### config.mk
export PLATFORM = sky130hd
export DESIGN_NAME = ogcu_calc
export DESIGN_NICKNAME = d
export VERILOG_FILES = /design/src/rtl/ogcu_pkg.sv /design/src/rtl/ogcu_calc.sv
export SDC_FILE = /design/constraint.sdc
export NUM_CORES = 1
export LEC_CHECK = 0
export BUFFER_PORTS_ARGS = -buffer_cell sky130_fd_sc_hd__clkbuf_2
export CAP_MARGIN = 20
export CORE_ASPECT_RATIO = 1.2
export CORE_MARGIN = 3
export CORE_UTILIZATION = 25
export DETAILED_ROUTE_END_ITERATION = 8
export PLACE_DENSITY = 0.47
export SYNTH_ARGS = -nofsm -noshare
export SYNTH_HDL_FRONTEND = slang
export SYNTH_SLANG_ARGS = --single-unit
### constraint.sdc
create_clock -name vclk -period 5
set_input_delay 0.25 -clock vclk [all_inputs]
set_output_delay 0.25 -clock vclk [all_outputs]
set_load 0.01 [all_outputs]
### src/rtl/ogcu_pkg.sv
// Types and constants shared by the occupancy grid cell update block.
`default_nettype none

package ogcu_pkg;

  localparam logic [2:0] FUNC_SET      = 3'd0;
  localparam logic [2:0] FUNC_CHANGE   = 3'd1;
  localparam logic [2:0] FUNC_GET      = 3'd2;
  localparam logic [2:0] FUNC_OPEN     = 3'd3;
  localparam logic [2:0] FUNC_CLOSE    = 3'd4;
  localparam logic [2:0] FUNC_THR_OPEN = 3'd5;

  localparam logic [2:0] CFG_SAT_LIMIT      = 3'd0;
  localparam logic [2:0] CFG_OPEN_STEP      = 3'd1;
  localparam logic [2:0] CFG_OPEN_CEIL      = 3'd2;
  localparam logic [2:0] CFG_CLOSE_STEP     = 3'd3;
  localparam logic [2:0] CFG_CLOSE_MIN      = 3'd4;
  localparam logic [2:0] CFG_FREE_THRESHOLD = 3'd5;

  typedef struct packed {
    logic [2:0]         func;
    logic signed [15:0] x;
    logic signed [15:0] y;
    logic signed [7:0]  value;
  } ogcu_in_t;

  typedef struct packed {
    logic signed [7:0] cell_value;
    logic              was_free;
    logic              bad_coord;
  } ogcu_out_t;

  typedef struct packed {
    logic [6:0]        sat_limit;
    logic [6:0]        open_step;
    logic signed [7:0] open_ceil;
    logic signed [7:0] close_step;
    logic signed [7:0] close_min;
    logic signed [7:0] free_threshold;
  } ogcu_cfg_t;

  typedef struct packed {
    logic       we;
    logic [7:0] wdata;
    ogcu_out_t  rsp;
  } ogcu_upd_t;

  localparam ogcu_cfg_t CFG_RESET = '{
    sat_limit:      7'd127,
    open_step:      7'd1,
    open_ceil:      8'sd126,
    close_step:     -8'sd1,
    close_min:      -8'sd126,
    free_threshold: 8'sd0
  };

endpackage

`default_nettype wire

### src/rtl/ogcu_calc.sv
// Cell update arithmetic: new cell value, write enable and result fields.
`default_nettype none

module ogcu_calc
  import ogcu_pkg::*;
(
  input  wire logic [2:0]        func,
  input  wire logic signed [7:0] value,
  input  wire logic signed [7:0] cur,
  input  wire logic              coord_ok,
  input  wire ogcu_cfg_t         cfg,
  output ogcu_upd_t              upd
);

  localparam logic signed [9:0] CELL_MAX = 10'sd127;

  logic signed [9:0] cur_w;
  logic signed [9:0] val_w;
  logic signed [9:0] max_w;
  logic signed [9:0] neg_max_w;
  logic signed [9:0] chg_sum;
  logic signed [9:0] chg_res;
  logic signed [9:0] open_sum;
  logic signed [9:0] open_res;
  logic signed [9:0] close_sum;
  logic signed [9:0] close_res;

  assign cur_w     = 10'(cur);
  assign val_w     = 10'(value);
  assign max_w     = signed'({3'b000, cfg.sat_limit});
  assign neg_max_w = -max_w;
  assign chg_sum   = cur_w + val_w;
  assign open_sum  = cur_w + signed'({3'b000, cfg.open_step});
  assign close_sum = cur_w + 10'(cfg.close_step);

  always_comb begin
    if (val_w > 10'sd0) begin
      chg_res = (cur_w <= max_w - val_w) ? chg_sum : max_w;
    end else begin
      chg_res = (cur_w >= neg_max_w - val_w) ? chg_sum : neg_max_w;
    end

    if (cur <= cfg.open_ceil) begin
      open_res = (open_sum > max_w) ? max_w : open_sum;
    end else begin
      open_res = max_w;
    end

    if (cur >= cfg.close_min) begin
      if (close_sum < neg_max_w) begin
        close_res = neg_max_w;
      end else if (close_sum > CELL_MAX) begin
        close_res = CELL_MAX;
      end else begin
        close_res = close_sum;
      end
    end else begin
      close_res = neg_max_w;
    end
  end

  always_comb begin
    upd = '0;
    case (func)
      FUNC_SET: begin
        upd.we    = coord_ok;
        upd.wdata = value;
      end
      FUNC_CHANGE: begin
        upd.we    = coord_ok;
        upd.wdata = chg_res[7:0];
      end
      FUNC_GET: begin
        upd.rsp.cell_value = coord_ok ? cur : 8'sd0;
      end
      FUNC_OPEN: begin
        upd.we    = coord_ok;
        upd.wdata = open_res[7:0];
      end
      FUNC_CLOSE: begin
        upd.we    = coord_ok;
        upd.wdata = close_res[7:0];
      end
      FUNC_THR_OPEN: begin
        upd.we           = coord_ok;
        upd.wdata        = open_res[7:0];
        upd.rsp.was_free = coord_ok && (cur < cfg.free_threshold);
      end
      default: begin
        upd = '0;
      end
    endcase
    if ((func != FUNC_SET) && (func != FUNC_CHANGE) && (func != FUNC_GET) &&
        (func != FUNC_OPEN) && (func != FUNC_CLOSE) && (func != FUNC_THR_OPEN)) begin
      upd.rsp.bad_coord = 1'b0;
    end else begin
      upd.rsp.bad_coord = !coord_ok;
    end
  end

endmodule

`default_nettype wire

=== Yosys cells after proc, flatten, opt, wreduce, memory -nomap -nowiden ===
Cells that the tools add are included.

* Register bits: 0
* Output and inout port bits: 19
* Logic and storage cells: 48

* Add/sub/neg operators: 6
* $lt $le $gt $ge: 9
* Equality and inequality tests: 10
* Muxes and demuxes: 13
* Reduce and logical (&&, ||, !) cells: 10

{| class="wikitable"
|+ Operators with widths
! operator !! number
|-
| 8-bit two-way mux || 10
|-
| 9-bit one-hot mux with 4 select lines || 1
|-
| 8-bit by 8-bit adder with 9-bit output || 2
|-
| 8-bit by 10-bit >= comparator with 1-bit output || 1
|-
| 9-bit by 10-bit less-than comparator with 1-bit output || 1
|-
| 7-bit negation with 10-bit output || 1
|-
| 10-bit by 8-bit subtractor with 10-bit output || 1
|-
| 9-bit by 8-bit greater-than comparator with 1-bit output || 1
|-
| 9-bit by 8-bit greater-than comparator with 1-bit output (second input constant) || 1
|-
| 8-bit by 9-bit <= comparator with 1-bit output || 1
|-
| 8-bit by 8-bit subtractor with 9-bit output || 1
|-
| 8-bit adder || 1
|-
| 8-bit >= comparator || 1
|-
| 8-bit by 1-bit greater-than comparator with 1-bit output (second input constant) || 1
|-
| 8-bit <= comparator || 1
|-
| 8-bit less-than comparator || 1
|-
| 3-bit by 2-bit == test with 1-bit output (second input constant) || 2
|-
| 3-bit == test (second input constant) || 2
|-
| 1-bit logical AND || 6
|-
| 3-bit by 2-bit inequality test with 1-bit output (second input constant) || 2
|-
| 3-bit inequality test (second input constant) || 2
|-
| 3-bit by 1-bit == test with 1-bit output (second input constant) || 1
|-
| 3-bit zero test || 1
|-
| 3-bit by 1-bit inequality test with 1-bit output (second input constant) || 1
|-
| other kinds (4) || 5
|}

=== Longest topological paths before layout ===
Gate-level depths: netlist (run 1).

* Word-level depth: 7
* Mapped depth: 19

=== Least setup slack after synthesis (run 1) ===
No wires, ideal clock.

* Path kind: input to output
* Start point: input cfg[40] in the netlist's numbering
* End point: output upd[16] in the netlist's numbering
* Data arrival time: 3.547 ns
* Data required time: 4.750 ns
* Slack: 1.203 ns
* Cell stages on the path: 17
* Buffers on the path: 0
* Cells stage by stage: inv_1 > ha_1 > ha_1 > nor2b_1 > o21ai_0 > a21oi_1 > o21ai_0 > nand2_1 > a31oi_1 > xor2_1 > ha_1 > nand4_1 > o311ai_4 > a21oi_1 > o41a_1 > a32oi_1 > o211ai_1

{| class="wikitable"
|+ RTL lines
! what !! line !! text
|-
| start: declaration || ogcu_calc.sv:11 || <nowiki>input wire ogcu_cfg_t cfg,</nowiki>
|-
| end: declaration || ogcu_calc.sv:12 || <nowiki>output ogcu_upd_t upd</nowiki>
|}

==> results of run 1 <==
## layout by cell type, fill, tap and decap left out, drive strengths merged, types with 10 or more instances in the layout
| cell | n |
|---|---|
| clkbuf | 85 |
| a21o | 17 |
| o2111ai | 10 |
| buf | 11 |
| a21oi | 38 |
| and2 | 10 |
| o21ai | 34 |
| o21a | 11 |
| xor2 | 11 |
| nand4 | 13 |
| nor2 | 23 |
| o211ai | 16 |
| inv | 74 |
| nand3 | 22 |
| ha | 95 |
| xnor2 | 21 |
| nand2 | 35 |
| nand2b | 12 |
## final cells by class
cell class | instances | area share (%)
Timing Repair Buffer | 96 | 10.7
Tap cell | 208 | 5.47
Inverter | 76 | 6.13
Multi-Input combinational cell | 465 | 77.7
## metal layers
metal	track usage (%)	vias to the layer above
met1	22.5	2103
met5	0	-
li1	-	2220
met4	7.37	0
met2	32.0	155
met3	1.24	49
## path summary, 6_finish.rpt
check / startpoint / end / slack, ns / cells past startpoint
worst min-delay path: coord_ok / upd[0] / 0.79 / 3
worst max-delay path: value[1] / upd[12] / 0.42 / 19
## through the flow
step / hold WS, ns / instance area (sq um) / std cells / worst slack [ns] / util, %
6_report: 0.787 / 4760 / 845 / 0.418 / 30.3
3_5_place_dp: 0.786 / 4740 / 845 / 0.353 / 30.2
2_1_floorplan: 0.544 / 4020 / 548 / 1.20 / -
5_1_grt: 0.810 / 4760 / 845 / 0.0723 / 30.3
4_1_cts: 0.787 / 4740 / 845 / 0.333 / 30.2
3_3_place_gp: 0.784 / 4740 / 845 / 0.462 / 30.2
## cell families after synthesis
logic type / after synthesis / synth area share, %
AOI/OAI and AO/OA: 172 / 30.2
xor gates and xnor gates: 32 / 7.17
adders and majority gates: 100 / 32.1
buffers and inverters: 83 / 8.32
muxes: 1 / 0.280
and+or+nand+nor: 160 / 22.0
## timing repair
action | 4_1_cts | 5_1_grt
setup buffers | 0 | 0
setup endpoints to repair | 0 | 2
resized for setup | 0 | 2
## power by group through the flow
| stage | Sequential, uW | Clock (uW) | Combinational (uW) |
|---|---|---|---|
| floorplan | 0 | 0 | 465 |
| global placement | 0 | 0 | 669 |
| detailed placement | 0 | 0 | 674 |
| CTS | 0 | 0 | 679 |
| global route | 0 | 0 | 761 |
| finish | 0 | 0 | 682 |
==> impl_metrics.toml, run 1 <==
[pwr]
power.share.sequential_pct = 0
p_per_area_mw_per_mm2 = 143
report.power.total_uw = 682
share_comb_of_total_power_pct = 100.0
ir_worst_vdd_mv = 0.0484
leakagePower_uw = 0.00238
net_switching_fraction_of_the_power_pct = 59.7
p_int_uw = 275
power_frac_clock_pct = 0
power.switching_uw = 407

[synthesis]
yosys-top-cells-area = "ha_1, inv_1, a21oi_1"
proportion_of_netlist_area_held_by_the_largest_area_contributor_pct = 29.6
synth_fp_nets = 714
synth_most_common_cell = "ha_1"
synth_largest_area_cell = "ha_1"
netlist_area_sq_mm = 0.00402
synth.avg_cell_area_sq_um = 7.33
synth_cell_type_count = 74
synth-seq-area-share_pct = 0
synthCells = 548
synth_commonest_cells = "ha_1, inv_1, a21oi_1"
synthesis.yosys.warnings = 0

[floorplan]
ioPinCount = 85
coreArea_sq_mm = 0.0157
floorplan.die.height_um = 145
rows = 50
start_util_pct = 25.6
die_area_sq_mm = 0.0176
dieWidth_um = 122

[routing]
post_drt_wl_per_cell_um = 19.1
routed-via-count = 4527
wl_met2_mm = 7.76
detail_route.wirelength_mm = 16.2
antenna_violating_nets_post_route = 0
wl_met1_mm = 6.83
drtPass1Iterations = 5
remaining_drc_errors = 0
vias_per_cell = 5.36
wl_met3_um = 722
top_layer = "met4"
drt_iter0_drc = 256

[finish]
sequential_cell_total = 0
clock_buffer_count = 0
multi_input_gate_area_sq_mm = 0.00370
drive_above_1_share_pct = 19.3
register_area_sq_um = 0
n_fill_cell = 1747
layout.nets = 805
syn_to_final_growth_pct = 18.4
antenna_cells = 0

[setup_path]
worst_setup_path_end_kind = "output port"
critical_path.startpoint_type = "primary input"
required_ns = 4.75
crit_buf_inv = 3
critPathSlowestCell = "o21ai_0"
crit_path_max_incr_delay_ns = 0.73
path_cells = "clkbuf_2, inv_1, ha_1, nor2b_1, o21ai_0, a21oi_1, o21a_1, nor2_1, o21ai_0, xnor2_1, ha_1, and3_1, nand3_1, o21ai_0, o21ai_0, a32oi_1, o211ai_1, a311o_1, clkbuf_2"
cp_top_family = "compound AO/OA/AOI/OAI gates"
crit_path_frequent_cell = "o21ai_0"
timing.setup.critical_path_class = "in2out"
critPathArrivalTime_ns = 4.33
cp_max_fo = 7

[global_route]
largest_net_degree_at_the_start_of_global_routing = 16
grt_util_all_layers_pct = 18.0
antenna_found_initial = 0
final_global_route_overflow_total = 0
grt_pass1_vias = 4560
wire_length_of_the_first_global_routing_pass_mm = 24.7

[timing]
timing.slew.headroom_pct = 23.7
slew_viol_final = 0
timing.final.setup_violations = 0
grt_setup_unrepaired = "false"
final_hold_viol_count = 0
min_period_over_period_pct = 91.6
timing.final.crit_period_ns = 4.58
worst_slew_pin_slew_ns = 1.14
upper_clock_frequency_limit_mhz = 218
final.setup.tns_ns = 0

[run]
max_cap_violations = 0

[status]
outcome = "finished, final reports clean"

[place]
hpwl_mm = 13.9
place_congestion = 0.966
port-buffer-count = 85

[hold_path]
hold_path_class = "in2out"

[clock_tree]
hold_buf_cts = 0
Power figures use the tool's default switching activity.
==> run 2: changes to the inputs <==
- ABC_AREA: not set -> 1
- PLACE_DENSITY: 0.47 -> 0.46
==> run 2 against run 1 <==
Power decreased by 0.75%. Synthesized cell count increased by 40%. Via count increased by 6.9%.
==> impl_metrics.toml, run 2 <==
[status]
outcome = "finished, final reports clean"

[finish]
layoutNonFillerInstCount = 1064
layout.core_utilization_pct = 30.1
leading_cell_type_in_the_layout_fill_and_taps_excluded = "nand2_1"
sequential_cell_total = 0
drive_above_1_share_pct = 12.1
register_area_sq_um = 0
final_cell_area_sq_mm = 0.00498
layout.nets = 1020
n_fill_cell = 1947
antenna_cells = 0
syn_to_final_growth_pct = 16.1
layout.cells.most_common_list = "nand2_1, inv_1, ha_1"
clock_buffer_count = 0

[synthesis]
synth_commonest_cells = "nand2_1, inv_1, ha_1"
synth_fp_nets = 934
synth-seq-area-share_pct = 0
yosys-top-cells-area = "ha_1, nand2_1, inv_1"
synth.avg_cell_area_sq_um = 5.59
synth_most_common_cell = "nand2_1"
proportion_of_netlist_area_held_by_the_largest_area_contributor_pct = 27.7
synth_cell_type_count = 32
synthesis.yosys.warnings = 0
netlist_area_sq_mm = 0.00429
synth_largest_area_cell = "ha_1"
synthCells = 768

[routing]
routed-via-count = 4838
drtPass1Iterations = 4
detail_route.wirelength_mm = 15.3
antenna_violating_nets_post_route = 0
drt_iter0_drc = 192
remaining_drc_errors = 0
vias_per_cell = 4.55
post_drt_wl_per_cell_um = 14.4

[timing]
timing.final.crit_period_ns = 4.42
timing.slew.headroom_pct = 32.8
final.setup.tns_ns = 0
timing.final.setup_violations = 0
worst_slew_pin_slew_ns = 1.00
grt_setup_unrepaired = "false"
min_period_over_period_pct = 88.4
finalHoldWorstSlack_ns = 0.740
final_hold_viol_count = 0
upper_clock_frequency_limit_mhz = 226
slew_viol_final = 0

[global_route]
final_global_route_overflow_total = 0
grt_util_all_layers_pct = 15.9
grt_pass1_vias = 4673
largest_net_degree_at_the_start_of_global_routing = 17
antenna_found_initial = 0
wire_length_of_the_first_global_routing_pass_mm = 24.0

[floorplan]
die_area_sq_mm = 0.0188
rows = 51
coreArea_sq_mm = 0.0165
dieWidth_um = 126
floorplan.die.height_um = 150
start_util_pct = 26.0
ioPinCount = 85

[pwr]
p_per_area_mw_per_mm2 = 136
leakagePower_uw = 0.00313
ir_worst_vdd_mv = 0.0505

[place]
hpwl_mm = 13.1
port-buffer-count = 85
placed_cells = 1064
placedInstanceArea_sq_mm = 0.00498
place_congestion = 0.874

[setup_path]
timing.setup.critical_path_class = "in2out"
worst_setup_path_end_kind = "output port"
critical_path.startpoint_type = "primary input"
cp_max_fo = 9
required_ns = 4.75
critPathArrivalTime_ns = 4.17

[run]
max_cap_violations = 0

[clock_tree]
post-cts-setup-buffer-count = 0
hold_buf_cts = 0
post_cts_resize_count = 0

[hold_path]
hold_path_class = "in2out"
[run 2: cell types whose count changed after synthesis, sizes merged, moves of 12 or more]
cell and change:
nand2 +178, o21ai -26, nand2b -12, a21o -16, inv +86, nor2 +62
nand3 +42, nand4 +12
[run 2: worst max-delay path, cell delays in order]
cell      delay [ns]
clkbuf_2        0.15
inv_1           0.19
ha_1            0.21
nand3_1         0.11
xor2_1          0.25
inv_1           0.11
ha_1            0.34
a21oi_1         0.15
o21ai_0         0.12
a21oi_1         0.21
nor2_1          0.06
o21ai_0         0.14
nand2_1         0.08
xor2_1          0.14
ha_1            0.28
nand2_1         0.07
nand2_1         0.05
a21oi_1         0.11
nand3_1         0.10
nand2_2         0.17
nand3_2         0.18
nand2_1         0.10
inv_1           0.04
nor2_1          0.11
nor2_1          0.06
nor2_1          0.14
nand2_1         0.09
clkbuf_2        0.13
[run 2: cell families (layout without fill, tap and decap cells)]
kind of cell,Yosys count,after routing,share of synthesized area (%)
XOR/XNOR,30,30,6.12
AND/OR/NAND/NOR,400,400,39.7
buffers and inverters,168,252,15.2
adder cells (fa/ha/maj),100,100,30.0
AO/OA/AOI/OAI,70,70,9.01
[run 2: cell type report]
| type | count | area [sq um] | share of cell area [%] |
|---|---|---|---|
| Timing Repair Buffer | 91 | 468 | 9.39 |
| Tap cell | 212 | 265 | 5.32 |
| Multi-Input combinational cell | 600 | 3640 | 73.2 |
| Inverter | 161 | 604 | 12.1 |
[run 2: per-layer routing]
layer	wire length, um	track usage [%]
met5	0	0
met2	7370	29.0
met1	7040	20.6
met3	520	0.964
met4	399	3.36
[run 2: stage by stage]
step,setup WS (ns),power (uW)
floorplan,1.38,488
global placement,0.518,683
detailed placement,0.497,678
CTS,0.488,682
global route,0.115,788
finish,0.581,677
[run 2: power breakdown]
part	internal [uW]	leakage [uW]	switching, uW
clock	0	0	0
sequential	0	0	0
combinational	249	0.00313	428
[run 2: path summary, 6_finish.rpt]
path | from | end | slack [ns] | cells after the start
worst max-delay path | cfg[40] | upd[10] | 0.58 | 28
worst min-delay path | coord_ok | upd[0] | 0.74 | 3
